**src/sv/twsu_pkg.sv**
```systemverilog
// twsu_pkg: shared types, sizes and codes of the timing wheel scheduler
// used by twsu_ctrl, twsu_dpath and timing_wheel_scheduler_unit; no dependencies
package twsu_pkg;

	localparam int SLOTS        = 256;
	localparam int RES_MS       = 8;
	localparam int ENTRIES      = 64;
	localparam int PAYLOAD_BITS = 32;

	localparam int SLOT_W  = $clog2(SLOTS);
	localparam int RES_SH  = $clog2(RES_MS);
	localparam int SPAN_SH = SLOT_W + RES_SH;
	localparam int ENT_W   = $clog2(ENTRIES);
	localparam int LINK_W  = ENT_W + 1;
	localparam int GUARD_W = $clog2(ENTRIES + 2);
	localparam int QUIET_W = $clog2(SLOTS + 1);
	localparam int TIME_W  = 48;
	localparam int TICK_W  = TIME_W + 1;
	localparam int DELAY_W = 32;
	localparam int CNT_W   = 6;
	localparam int HDL_W   = 6;

	localparam logic [LINK_W-1:0] LINK_NONE = LINK_W'(ENTRIES);
	localparam logic [TIME_W-1:0] TIME_MAX  = {TIME_W{1'b1}};
	localparam logic [CNT_W-1:0]  MAXP_RESET = 6'd63;

	localparam int PADDR_W = 3;
	localparam logic REG_MAXP = 1'b0;

	typedef enum logic [1:0] {
		CMD_START   = 2'd0,
		CMD_ADD     = 2'd1,
		CMD_ADVANCE = 2'd2,
		CMD_IGNORE  = 2'd3
	} cmd_t;

	typedef enum logic [1:0] {
		ST_ADDED   = 2'd0,
		ST_EXPIRED = 2'd1,
		ST_FULL    = 2'd2,
		ST_DONE    = 2'd3
	} res_status_t;

	typedef struct packed {
		cmd_t                      command;
		logic [TIME_W-1:0]         now_ms;
		logic [DELAY_W-1:0]        delay_ms;
		logic [PAYLOAD_BITS-1:0]   payload;
		logic                      repeat_req;
	} request_t;

	typedef struct packed {
		res_status_t       status;
		logic [HDL_W-1:0]  handle;
		logic [31:0]       expired_payload;
		logic [CNT_W-1:0]  reported_count;
		logic              last;
	} result_t;

	typedef enum logic [3:0] {
		S_IDLE,
		S_DISPATCH,
		S_ADD_CALC,
		S_ADD_RD,
		S_ADD_WR,
		S_ADV_SLOT,
		S_ADV_HEAD,
		S_ADV_NODE,
		S_ADV_EVAL,
		S_RL_CALC,
		S_RL_RD,
		S_RL_WR,
		S_ADV_STEP,
		S_ADV_SKIP,
		S_ADV_JUMP,
		S_ADV_DONE
	} state_t;

	// commands from controller to datapath
	typedef struct packed {
		logic load_req;
		logic start_clr;
		logic emit_full;
		logic add_calc;
		logic head_rd_exp;
		logic link_node;
		logic emit_added;
		logic adv_init;
		logic head_rd_tick;
		logic head_load;
		logic node_rd;
		logic eval;
		logic rl_calc;
		logic relink_done;
		logic step;
		logic skip;
		logic jump;
		logic finish;
	} ctl_t;

	// status from datapath to controller
	typedef struct packed {
		cmd_t command;
		logic free_found;
		logic tick_le_now;
		logic below_limit;
		logic node_valid;
		logic guard_ok;
		logic expired;
		logic repeat_set;
	} sts_t;

endpackage

```
**src/sv/twsu_ctrl.sv**
```systemverilog
// twsu_ctrl: sequencer of the timing wheel scheduler
// depends on twsu_pkg; drives twsu_dpath through ctl_t and reads sts_t
module twsu_ctrl import twsu_pkg::*; (
	input  logic clk,
	input  logic arst_n,
	input  logic start,
	input  sts_t sts,
	output ctl_t ctl,
	output logic busy
);

	state_t state_q, state_nx;

	always_ff @(posedge clk or negedge arst_n) begin
		if (!arst_n) begin
			state_q <= S_IDLE;
		end else begin
			state_q <= state_nx;
		end
	end

	always_comb begin
		state_nx = state_q;
		ctl      = '0;
		busy     = (state_q != S_IDLE);
		unique case (state_q)
			S_IDLE: begin
				if (start) begin
					ctl.load_req = 1'b1;
					state_nx     = S_DISPATCH;
				end
			end
			S_DISPATCH: begin
				unique case (sts.command)
					CMD_START: begin
						ctl.start_clr = 1'b1;
						state_nx      = S_IDLE;
					end
					CMD_ADD: begin
						if (sts.free_found) begin
							ctl.add_calc = 1'b1;
							state_nx     = S_ADD_RD;
						end else begin
							ctl.emit_full = 1'b1;
							state_nx      = S_IDLE;
						end
					end
					CMD_ADVANCE: begin
						ctl.adv_init = 1'b1;
						state_nx     = S_ADV_SLOT;
					end
					default: state_nx = S_IDLE;
				endcase
			end
			S_ADD_CALC: state_nx = S_ADD_RD;
			S_ADD_RD: begin
				ctl.head_rd_exp = 1'b1;
				state_nx        = S_ADD_WR;
			end
			S_ADD_WR: begin
				ctl.link_node  = 1'b1;
				ctl.emit_added = 1'b1;
				state_nx       = S_IDLE;
			end
			S_ADV_SLOT: begin
				if (sts.tick_le_now && sts.below_limit) begin
					ctl.head_rd_tick = 1'b1;
					state_nx         = S_ADV_HEAD;
				end else begin
					state_nx = S_ADV_DONE;
				end
			end
			S_ADV_HEAD: begin
				ctl.head_load = 1'b1;
				state_nx      = S_ADV_NODE;
			end
			S_ADV_NODE: begin
				if (sts.node_valid && sts.below_limit && sts.guard_ok) begin
					ctl.node_rd = 1'b1;
					state_nx    = S_ADV_EVAL;
				end else if (sts.node_valid && sts.guard_ok) begin
					// limit hit inside the bucket: tick stays here
					state_nx = S_ADV_DONE;
				end else begin
					state_nx = S_ADV_STEP;
				end
			end
			S_ADV_EVAL: begin
				ctl.eval = 1'b1;
				if (sts.expired && sts.repeat_set) begin
					state_nx = S_RL_CALC;
				end else begin
					state_nx = S_ADV_NODE;
				end
			end
			S_RL_CALC: begin
				ctl.rl_calc = 1'b1;
				state_nx    = S_RL_RD;
			end
			S_RL_RD: begin
				ctl.head_rd_exp = 1'b1;
				state_nx        = S_RL_WR;
			end
			S_RL_WR: begin
				ctl.link_node   = 1'b1;
				ctl.relink_done = 1'b1;
				state_nx        = S_ADV_NODE;
			end
			S_ADV_STEP: begin
				ctl.step = 1'b1;
				state_nx = S_ADV_SKIP;
			end
			S_ADV_SKIP: begin
				ctl.skip = 1'b1;
				state_nx = S_ADV_JUMP;
			end
			S_ADV_JUMP: begin
				ctl.jump = 1'b1;
				state_nx = S_ADV_SLOT;
			end
			S_ADV_DONE: begin
				ctl.finish = 1'b1;
				state_nx   = S_IDLE;
			end
			default: state_nx = S_IDLE;
		endcase
	end

endmodule

```
**config.mk**
```make
export PLATFORM = sky130hd
export DESIGN_NAME = twsu_ctrl
export DESIGN_NICKNAME = d
export VERILOG_FILES = /design/src/sv/twsu_pkg.sv /design/src/sv/twsu_ctrl.sv
export SDC_FILE = /design/constraint.sdc
export NUM_CORES = 1
export LEC_CHECK = 0
export BUFFER_PORTS_ARGS = -buffer_cell sky130_fd_sc_hd__buf_2
export CAP_MARGIN = 10
export CORE_AREA = 2 2 39 41
export CTS_BUF_LIST = sky130_fd_sc_hd__clkbuf_8
export CTS_CLUSTER_DIAMETER = 50
export DETAILED_ROUTE_END_ITERATION = 10
export DIE_AREA = 0 0 41 43
export GPL_TIMING_DRIVEN = 0
export PLACE_DENSITY = 0.78
export SYNTH_ARGS = -nofsm -noshare
export SYNTH_HDL_FRONTEND = slang
export SYNTH_SLANG_ARGS = --single-unit
```
**constraint.sdc**
```tcl
create_clock -name clk -period 2.7 [get_ports clk]
set_input_delay 0.405 -clock clk [delete_from_list [all_inputs] [get_ports clk]]
set_output_delay 0.405 -clock clk [all_outputs]
set_load 0.05 [all_outputs]
```
[Word level (Yosys, flattened, before mapping)]
Cells that the tools add are included.
Word-level totals
  input bits: 12
  register bits: 4
Cells by class
  reduce and logical (&&, ||, !) cells: 12
  muxes and demuxes: 32
  eq/ne operators: 18
Operators by type and width (number)
  $pmux 4 s14: 1
  $eq 4x4->1 const B: 8
  $mux 1: 22
  $eq 4x3->1 const B: 4
  $mux 4: 4
  $eq 4x2->1 const B: 2
  $pmux 4 s2: 1
  $reduce_or 2->1: 4
  $mux 2: 3
  $logic_and 1x1->1: 5
  $eq 4x1->1 const B: 1
  $logic_not 4->1: 1
  $reduce_bool 4->1: 1
  $mux 3: 1
  $eq 2x1->1 const B: 1
  $eq 2x2->1 const B: 1
  $logic_not 2->1: 1
  $ne 2x2->1 const B: 1

[Logic depth before layout (Yosys ltp)]
Gate-level depths: netlist (run 1).
  word-level depth: 4
  mapped depth: 6
  mapped depth without buffers: 6

[Least setup slack after synthesis (run 1)]
No wires, ideal clock.
  path kind: flip-flop to output port
  start point: register state_q[3]
  end point: output ctl[12] (netlist name)
  stages on the path, launching flop included: 4
  data required time: 2.295 ns
  arrival time: 1.853 ns
  path slack: 0.442 ns
  cell sequence: dfrtp_1 > or2b_4 > nor3_2 > or2_1
RTL lines
  from (decl): RTL line twsu_ctrl.sv:12  | state_t state_q, state_nx;
  from (signal assigned): RTL line twsu_ctrl.sv:18  | state_q <= state_nx;
  to (decl): RTL line twsu_ctrl.sv:8  | output ctl_t ctl,

==> summary.md, run 1 <==
| Metric | Value |
|---|---|
| Final period utilization | `70.9%` |
| Post-route cell area | `798 sq um` |
| R2r worst-path depth | `5` |
| Synth cell types | `33` |
| Maxcap violations | `0` |
| IO Pins | `31` |
| Synth top area share | `17.4%` |
| CP max stage cell | `dfrtp_1` |
| Worst Min Path Start | `start` |
| Worst Hold Class | `input pin to register` |
| Global-route wire length before repair | `2260 um` |
| Reg-to-Reg End | `state_q[1]$_DFFE_PN0P_` |
| Starting Density | `41.7%` |
| Post-CTS resize count | `0` |
| Antenna violations before repair | `0` |
| Post-CTS repair timing setup buffer count | `0` |
| Setup TNS | `0 ps` |
| Final antenna-violating net count | `0` |
| Leak | `0.000419 uW` |
| Clock slew at reported path FFs | `30 ps` |
| Critical-path cell list | `buf_2, nand2_1, nor3_1, buf_2` |
| Syn Inst Count | `78` |
| Sw Share | `58.0%` |
| Slew headroom | `82.7%` |
| Mapped Avg Cell Area | `7.39 sq um` |
| Status | `finished clean` |
| Vias in the first global route | `607` |
| Largest register FFs | `4` |
| Post-DR vias/cell | `5.26` |
| Max-slew violation count | `0` |
| Htree depth | `1` |
| Grt ovf | `0` |
| Root Driver | `clkbuf_8` |
| Top flop regs | `state_q x4` |
| R2r setup slk | `1230 ps` |
| Drt drc | `0` |
| Arr. time, crit path | `1510 ps` |
| Die area | `1760 sq um` |
| Port Buf Inserts | `30` |
| Clock Sinks | `4` |
| Post-synthesis register bit count | `4` |
| Hpwl dp | `1130 um` |
| Actual slew at the worst max-slew pin | `259 ps` |
| Biggest register | `state_q` |
| Synth top area cells | `dfrtp_1, nor2_1, ha_1` |
| Ys Warns | `0` |
| Sequential area share after synthesis | `17.4%` |
| GR Util All Layers | `18.5%` |
| Iteration-0 DRC count of the detailed router | `23` |
| Hold_buf cts | `1` |
| Die W | `41 um` |
| RSZ-0062 raised after global routing | `false` |
| Worst setup SP type | `register` |
| CTS tree | `built` |
| Worst-skew pair later-pin latency | `210 ps` |
| Seq pwr share | `14.2%` |
| Vias | `673` |
| Final hold viol count | `0` |
| Gate power share | `73.7%` |
| Wirelength per Cell | `11.2 um` |
| Syn-to-layout area delta | `38.4%` |
| Skew final | `3.79 ps` |
| Final setup violation count | `0` |
| Rows | `14` |
| FF-to-FF Start | `state_q[1]$_DFFE_PN0P_` |
| Cts bufs inserted | `3` |
| Peak supply drop | `0.581 mV` |
| Core ar. | `1380 sq um` |
| Cell Int Power | `430 uW` |
| Clk pwr share | `12.0%` |
| Nets | `129` |
| Req. time, crit path | `2300 ps` |
| Sw Pwr | `593 uW` |
| Max Freq | `523 MHz` |
| GP Congestion | `0.897` |
| CP most frequent cell | `buf_2` |
| Crit-path max FO | `10` |
| Die Y | `43 um` |
| Overall routed net length | `1440 um` |
| Final critical-path required period | `1910 ps` |
| Post-DP Area | `747 sq um` |
| CP max stage delay | `460 ps` |
| CP endpoint kind | `output pin` |
| Syn Nets | `93` |
| Largest net degree at the start of global routing | `11` |
| Clock Path Buffers | `2` |
| PwrDens | `1280 nW/um^2` |
| Synth area leader | `dfrtp_1` |
| Setup CP Type | `register to output pin` |
| Layout cell share with drive strength beyond 1 | `42.0%` |
| Hold path depth | `3` |
| Syn Std Cell Area | `577 sq um` |
| Hold Path Sink | `state_q[0]$_DFFE_PN0P_` |
| N_diodes | `0` |
| 1st-pass router iterations | `4` |
[layer usage]
layer  share of wire (%)  global-route usage, %  wire length [um]  vias to the layer above
met3                 4.0                   1.57                57                        0
li1                    -                      -                 -                      339
met5                   0                      0                 0                        -
met4                   0                   10.0                 0                        0
met1                  43                   25.4               621                      318
met2                  53                   27.5               756                       16
[synthesized netlist by cell type]
master,count
a2bb2oi_1,1
nor2b_1,1
nand2b_1,2
nand3_1,1
nor3_1,5
buf_4,1
nor2_1,13
a31oi_1,1
or2b_4,1
nor3b_1,1
o221ai_1,1
nor3_2,1
and3_1,2
or2_1,1
nand2_1,8
a21oi_2,1
or2b_1,1
and2_1,2
xnor2_1,1
nand2_2,1
inv_1,5
a211oi_2,1
nor4b_4,1
dfrtp_1,4
o21a_1,1
o32ai_2,1
o21ai_0,3
buf_2,3
nor4_4,1
and3_4,1
o22ai_2,1
ha_1,3
a21oi_1,7
[cell families after synthesis]
family / share of synthesized area, %
AND/OR/NAND/NOR: 44.7
adder cells (fa/ha/maj): 6.51
AO/OA/AOI/OAI: 22.8
flip-flops: 17.4
buffers and inverters: 7.16
XOR/XNOR: 1.52
[worst max path at each step]
stage                                start      end  cells after the start
floorplan           state_q[3]$_DFFE_PN0P_  ctl[12]                      3
global placement    state_q[3]$_DFFE_PN0P_   ctl[3]                      4
detailed placement  state_q[3]$_DFFE_PN0P_   ctl[3]                      4
CTS                 state_q[3]$_DFFE_PN0P_   ctl[3]                      4
global route        state_q[3]$_DFFE_PN0P_   ctl[3]                      4
finish              state_q[3]$_DFFE_PN0P_   ctl[3]                      4
[cell type report]
cell class | count | area, sq um
buffer | 4 | 22.5
clock buffer | 3 | 41.3
inverter | 5 | 18.8
timing repair buffer | 31 | 160
sequential | 4 | 100
tap | 16 | 20.0
fill | 120 | 586
multi-input combinational | 65 | 435
[per-stage QoR]
step           setup slack, ps  hold slack [ps]  utilization, %  cells  power [uW]
2_1_floorplan              442              109               -     78         746
5_1_grt                    673              463            57.7    128        1090
3_3_place_gp              1020              210            54.0    124         888
3_5_place_dp              1020              210            54.0    124         893
4_1_cts                    780              461            57.7    128        1020
6_report                   787              469            57.7    128        1020
[power by group through the flow]
stage,Sequential (uW),Combinational [uW],Clock [uW]
2_1_floorplan,132,614,0
3_3_place_gp,145,743,0
3_5_place_dp,147,746,0
4_1_cts,146,751,126
5_1_grt,151,811,130
6_report,146,754,123
[critical path: cells and delay by family, from the launching register on]
kind / cells / cell delay, ps
buf+inv: 2 / 550
flops: 1 / 460
simple gates: 2 / 290
[layout by cell type (no fill, tap or decap)]
master	count
clkbuf_8	3
a31oi_1	1
a2bb2oi_1	1
o21a_1	1
or2_1	1
buf_2	33
and3_1	2
nor4b_4	1
and2_1	2
nor3_2	1
or2b_1	1
inv_1	5
nor2b_1	1
ha_1	3
nand3_1	1
nor3b_1	1
nand2_1	8
nand2_2	1
a211oi_2	1
a21oi_1	7
buf_4	1
dlygate4sd3_1	1
nor4_4	1
nor3_1	5
and3_4	1
o21ai_0	3
a21oi_2	1
xnor2_1	1
o221ai_1	1
dfrtp_1	4
or2b_4	1
nor2_1	13
nand2b_1	2
o22ai_2	1
o32ai_2	1
Power figures use the tool's default switching activity.
==> run 2, diff against run 1 <==
Clock period 2.7 ns to 1.92 ns, I/O delays scaled along.
==> summary.md, run 2 (synthesis results as in run 1) <==
| Metric | Value |
|---|---|
| Worst Setup SP | `state_q[0]$_DFFE_PN0P_ (was state_q[3]$_DFFE_PN0P_)` |
| Die area | `1760 sq um (unchanged)` |
| Top flop regs | `state_q x4 (unchanged)` |
| Most common cell after layout, fill and taps aside | `buf_2 (unchanged)` |
| Worst-skew pair later-pin latency | `220 ps (was 210 ps)` |
| Biggest register | `state_q (unchanged)` |
| Reg-to-Reg End | `state_q[1]$_DFFE_PN0P_ (unchanged)` |
| R2r worst-path depth | `5 (unchanged)` |
| FILL cells | `139 (was 120)` |
| Wirelength per Cell | `12.0 um (was 11.2 um)` |
| Worst setup endpoint | `ctl[14] (was ctl[3])` |
| Commonest non-fill, non-tap cells in the layout | `buf_2, nor2_1, nand2_1, a21oi_1, inv_1 (was buf_2, nor2_1, nand2_1, a21oi_1)` |
| Max Freq | `564 MHz` |
| Final setup violation count | `0 (unchanged)` |
| Peak supply drop | `0.939 mV (was 0.581 mV)` |
| CP endpoint kind | `output pin (unchanged)` |
| Iteration-0 DRC count of the detailed router | `39 (was 23)` |
| Post-DR vias/cell | `5.29 (was 5.26)` |
| IO Pins | `31 (unchanged)` |
| Syn-to-layout area delta | `42.5% (was 38.4%)` |
| GR Util All Layers | `20.2% (was 18.5%)` |
| Pwr Total | `1490 uW (was 1020 uW)` |
| Post-CTS resize count | `0 (unchanged)` |
| Setup CP Type | `register to output pin (unchanged)` |
| PwrDens | `1810 nW/um^2 (was 1280 nW/um^2)` |
| RSZ-0062 raised after global routing | `false (unchanged)` |
| Core ar. | `1380 sq um (unchanged)` |
| Die Y | `43 um (unchanged)` |
| Rows | `14 (unchanged)` |
| Sw Share | `58.8% (was 58.0%)` |
| Antenna violations before repair | `0 (unchanged)` |
| GP Congestion | `0.906 (was 0.897)` |
| Vias in the first global route | `590 (was 607)` |
| Sw Pwr | `876 uW (was 593 uW)` |
| Final antenna-violating net count | `0 (unchanged)` |
| Clk pwr share | `12.2% (was 12.0%)` |
| Setup TNS | `0 ps (unchanged)` |
| Worst setup SP type | `register (unchanged)` |
| Cts bufs inserted | `3 (unchanged)` |
| Leak | `0.000424 uW (was 0.000419 uW)` |
| Largest net degree at the start of global routing | `11 (unchanged)` |
| R2r setup slk | `390 ps (was 1230 ps)` |
| Maxcap violations | `0 (unchanged)` |
| Grt ovf | `0 (unchanged)` |
| Die W | `41 um (unchanged)` |
| Root Driver | `clkbuf_8 (unchanged)` |
| Req. time, crit path | `1630 ps (was 2300 ps)` |
| Port Buf Inserts | `30 (unchanged)` |
| Seq pwr share | `13.6% (was 14.2%)` |
| Clock Sinks | `4 (unchanged)` |
| Drt drc | `0 (unchanged)` |
| Crit-path max FO | `7 (was 10)` |
| Clock slew at reported path FFs | `30 ps (about the same)` |
| Arr. time, crit path | `1490 ps (was 1510 ps)` |
| Worst Hold Class | `input pin to register (unchanged)` |
| Htree depth | `1 (unchanged)` |
| Starting Density | `41.7% (unchanged)` |
| Overall routed net length | `1540 um (was 1440 um)` |
| FF-to-FF Start | `state_q[1]$_DFFE_PN0P_ (unchanged)` |
| Skew final | `7.53 ps (was 3.79 ps)` |
| Final hold viol count | `0 (unchanged)` |
| Hpwl dp | `1180 um (was 1130 um)` |
| Global-route wire length before repair | `2440 um (was 2260 um)` |
| Cell Int Power | `614 uW (was 430 uW)` |
| N_diodes | `0 (unchanged)` |
| Clock Path Buffers | `2 (unchanged)` |
| 1st-pass router iterations | `4 (unchanged)` |
| Final critical-path required period | `1770 ps` |
| CTS tree | `built (unchanged)` |
| Vias | `677 (was 673)` |
| Final period utilization | `92.4%` |
| Nets | `129 (unchanged)` |
| Largest register FFs | `4 (unchanged)` |
| Slew headroom | `81.1% (was 82.7%)` |
| Gate power share | `74.3% (was 73.7%)` |
| Max-slew violation count | `0 (unchanged)` |
| Layout cell share with drive strength beyond 1 | `45.5% (was 42.0%)` |
| Status | `finished clean (unchanged)` |
| Actual slew at the worst max-slew pin | `283 ps (was 259 ps)` |
[run 2: changes by cell type in the layout (fill, tap and decap cells not counted)]
cell and change:
nor2_1 -1, nor2_2 +1, nor3_2 +2, nor3_4 +1, nor3_1 -3
[run 2: what timing repair did]
item / in CTS / in global routing
hold buffers: 1 / 0
hold endpoints to repair: 4 / 0
setup buffers: 0 / 0
[run 2: metrics by stage]
| stage | setup WS, ps | utilization (%) | hold slack (ps) | std cells | instance area [sq um] |
|---|---|---|---|---|---|
| 2_1_floorplan | -197 | - | -7.59 | 78 | 601 |
| 3_3_place_gp | 399 | 55.7 | 92.0 | 124 | 771 |
| 3_5_place_dp | 361 | 55.7 | 94.4 | 124 | 771 |
| 4_1_cts | 125 | 59.4 | 340 | 128 | 822 |
| 5_1_grt | 59.2 | 59.4 | 333 | 128 | 822 |
| 6_report | 146 | 59.4 | 341 | 128 | 822 |
[run 2: per-layer routing]
layer / part of all wire [%] / global-route usage, %
met1: 43 / 26.9
met2: 47 / 28.7
met3: 7.8 / 4.71
met4: 1.4 / 11.3
met5: 0 / 0
[run 2: layout make-up]
| cell class | count | area, sq um | share of cell area, % |
|---|---|---|---|
| plain buffers | 4 | 22.5 | 2.74 |
| well taps | 16 | 20.0 | 2.44 |
| repair buffers | 31 | 160 | 19.5 |
| flip-flops and latches | 4 | 100 | 12.2 |
| clock buffers | 3 | 41.3 | 5.02 |
| multi-input cells | 65 | 459 | 55.9 |
| inverters | 5 | 18.8 | 2.28 |
[run 2: how the worst min path moves through the flow]
stage	startpoint	endpoint	depth (start not counted)
after floorplan	arst_n	state_q[0]$_DFFE_PN0P_	0
after global placement	arst_n	state_q[3]$_DFFE_PN0P_	1
after detailed placement	arst_n	state_q[0]$_DFFE_PN0P_	1
after CTS	start	state_q[0]$_DFFE_PN0P_	3
after global routing	start	state_q[0]$_DFFE_PN0P_	3
final	start	state_q[0]$_DFFE_PN0P_	3
[run 2: worst max-delay path, stage by stage, from the launching register on]
cell	delay [ps]
dfrtp_1	460
nor4b_4	310
and3_4	240
buf_2	260
[run 2: power by group through the flow]
| stage | sequential [uW] | combinational, uW | clock, uW |
|---|---|---|---|
| 2_1_floorplan | 186 | 905 | 0 |
| 3_3_place_gp | 198 | 1090 | 0 |
| 3_5_place_dp | 201 | 1100 | 0 |
| 4_1_cts | 201 | 1100 | 183 |
| 5_1_grt | 207 | 1190 | 197 |
| 6_report | 202 | 1110 | 181 |
==> run 3, diff against run 2 <==
Settings changed: BUFFER_PORTS_ARGS -buffer_cell sky130_fd_sc_hd__buf_2 to -buffer_cell sky130_fd_sc_hd__clkbuf_2.
==> summary.md, run 3 (synthesis results as in run 1) <==
| Metric | Value |
|---|---|
| Req. time, crit path | `1630 ps (about the same)` |
| Maxcap violations | `0 (unchanged)` |
| Max-slew violation count | `0 (unchanged)` |
| Area of the multi-input gates | `459 sq um (unchanged)` |
| Hpwl dp | `1250 um (was 1180 um)` |
| Hold Path Sink | `state_q[0]$_DFFE_PN0P_ (unchanged)` |
| Top flop regs | `state_q x4 (unchanged)` |
| Largest register FFs | `4 (unchanged)` |
| CTS tree | `built (unchanged)` |
| Sw Pwr | `870 uW (was 876 uW)` |
| Layout cell share with drive strength beyond 1 | `45.5% (unchanged)` |
| Vias in the first global route | `612 (was 590)` |
| Iteration-0 DRC count of the detailed router | `10 (was 39)` |
| Final hold slack | `336 ps (was 341 ps)` |
| GR Util All Layers | `20.8% (was 20.2%)` |
| Clk pwr share | `11.9% (was 12.2%)` |
| Final antenna-violating net count | `0 (unchanged)` |
| Root Driver | `clkbuf_8 (unchanged)` |
| Wirelength per Cell | `12.1 um (was 12.0 um)` |
| Seq pwr share | `13.6% (about the same)` |
| Final critical-path required period | `1790 ps (was 1770 ps)` |
| PwrDens | `1800 nW/um^2 (was 1810 nW/um^2)` |
| FILL cells | `144 (was 139)` |
| Core ar. | `1380 sq um (unchanged)` |
| 1st-pass router iterations | `4 (unchanged)` |
| Setup TNS | `0 ps (unchanged)` |
| Status | `finished clean (unchanged)` |
| Setup CP Type | `register to output pin (unchanged)` |
| Htree depth | `1 (unchanged)` |
| Die area | `1760 sq um (unchanged)` |
| Final hold viol count | `0 (unchanged)` |
| Crit-path max FO | `6 (was 7)` |
| Reg-to-Reg End | `state_q[1]$_DFFE_PN0P_ (unchanged)` |
| Die Y | `43 um (unchanged)` |
| Largest net degree at the start of global routing | `11 (unchanged)` |
| Actual slew at the worst max-slew pin | `295 ps (was 283 ps)` |
| Syn-to-layout area delta | `42.5% (unchanged)` |
| N_diodes | `0 (unchanged)` |
| Starting Density | `41.7% (unchanged)` |
| Biggest register | `state_q (unchanged)` |
| Storage element area | `100 sq um (unchanged)` |
| Cell Int Power | `611 uW (was 614 uW)` |
| GP Congestion | `0.896 (was 0.906)` |
| Overall routed net length | `1540 um (about the same)` |
| Global-route wire length before repair | `2510 um (was 2440 um)` |
| Die W | `41 um (unchanged)` |
| Worst Min Path Start | `start (unchanged)` |
| Gate power share | `74.5% (was 74.3%)` |
| Sw Share | `58.7% (was 58.8%)` |
| Vias | `674 (was 677)` |
| Worst-skew pair later-pin latency | `220 ps (about the same)` |
| Leak | `0.000412 uW (was 0.000424 uW)` |
| Util after Layout | `59.4% (unchanged)` |
| Grt ovf | `0 (unchanged)` |
| Final setup violation count | `0 (unchanged)` |
| Commonest non-fill, non-tap cells in the layout | `clkbuf_2, nor2_1, nand2_1, a21oi_1, inv_1 (was buf_2, nor2_1, nand2_1, a21oi_1, inv_1)` |
| RSZ-0062 raised after global routing | `false (unchanged)` |
| Clock Path Buffers | `2 (unchanged)` |
| Slew headroom | `80.3% (was 81.1%)` |
| Drt drc | `0 (unchanged)` |
| IO Pins | `31 (unchanged)` |
| Max Freq | `557 MHz (was 564 MHz)` |
| Clock slew at reported path FFs | `30 ps (about the same)` |
| Final period utilization | `93.5% (was 92.4%)` |
| Arr. time, crit path | `1510 ps (was 1490 ps)` |
| Peak supply drop | `1.26 mV (was 0.939 mV)` |
| Hold path depth | `3 (unchanged)` |
| R2r worst-path depth | `5 (unchanged)` |
| Clock Sinks | `4 (unchanged)` |
| R2r setup slk | `410 ps (was 390 ps)` |
| Cts bufs inserted | `3 (unchanged)` |
| Post-DR vias/cell | `5.27 (was 5.29)` |
| Nets | `129 (unchanged)` |
| Rows | `14 (unchanged)` |
| FF-to-FF Start | `state_q[1]$_DFFE_PN0P_ (unchanged)` |
| Most common cell after layout, fill and taps aside | `clkbuf_2 (was buf_2)` |
| Worst Hold Class | `input pin to register (unchanged)` |
| CP endpoint kind | `output pin (unchanged)` |
| Skew final | `6.25 ps (was 7.53 ps)` |
| Port Buf Inserts | `30 (unchanged)` |
| Antenna violations before repair | `0 (unchanged)` |
| Worst setup SP type | `register (unchanged)` |
[run 3: cell count changes in the layout (fill, tap and decap cells not counted)]
cell | previous run | this run
buf_2 | 33 | 3
clkbuf_2 | 0 | 30
[run 3: worst max-delay path: stages, from the launching register on]
cell	delay, ps
dfrtp_1	450
or2b_4	330
nor3_4	130
or2_1	120
clkbuf_2	260
[run 3: final cells by class]
type                    count  share of cell area (%)
plain buffers               4                    2.74
flip-flops and latches      4                    12.2
repair buffers             31                    19.5
inverters                   5                    2.28
clock buffers               3                    5.02
well taps                  16                    2.44
multi-input cells          65                    55.9
[run 3: power by group through the flow]
stage	combinational (uW)	clock, uW	sequential, uW
after floorplan	905	0	186
after global placement	1080	0	198
after detailed placement	1100	0	202
after CTS	1110	179	202
after global routing	1180	195	207
final	1100	177	202
[run 3: repair_timing]
action	in CTS	in global routing
hold buffers	1	0
hold endpoints to repair	4	0
resized for setup	0	0
buffers inserted	0	0
[run 3: how the worst max path moves through the flow]
stage | slack (ps) | from | end | cells after the start
floorplan | -200 | state_q[3]$_DFFE_PN0P_ | ctl[7] | 2
global placement | 380 | state_q[3]$_DFFE_PN0P_ | ctl[12] | 4
detailed placement | 340 | state_q[0]$_DFFE_PN0P_ | ctl[14] | 3
CTS | 110 | state_q[0]$_DFFE_PN0P_ | ctl[14] | 3
global route | 30 | state_q[0]$_DFFE_PN0P_ | ctl[13] | 4
finish | 130 | state_q[3]$_DFFE_PN0P_ | ctl[12] | 4
[run 3: per-stage QoR]
step                      area (sq um)  power [uW]  setup slack, ps  instances
after floorplan                    601        1090             -197         78
after global routing               822        1590             29.8        128
after CTS                          822        1490              109        128
final                              822        1480              126        128
after detailed placement           771        1300              342        124
after global placement             771        1280              379        124
[run 3: metal layers]
metal | GRT usage [%] | vias up | part of all wire [%]
met4 | 8.67 | 0 | 0.91
met2 | 32.2 | 19 | 49
li1 | - | 339 | -
met3 | 6.28 | 2 | 4.5
met1 | 25.6 | 314 | 45
met5 | 0 | - | 0
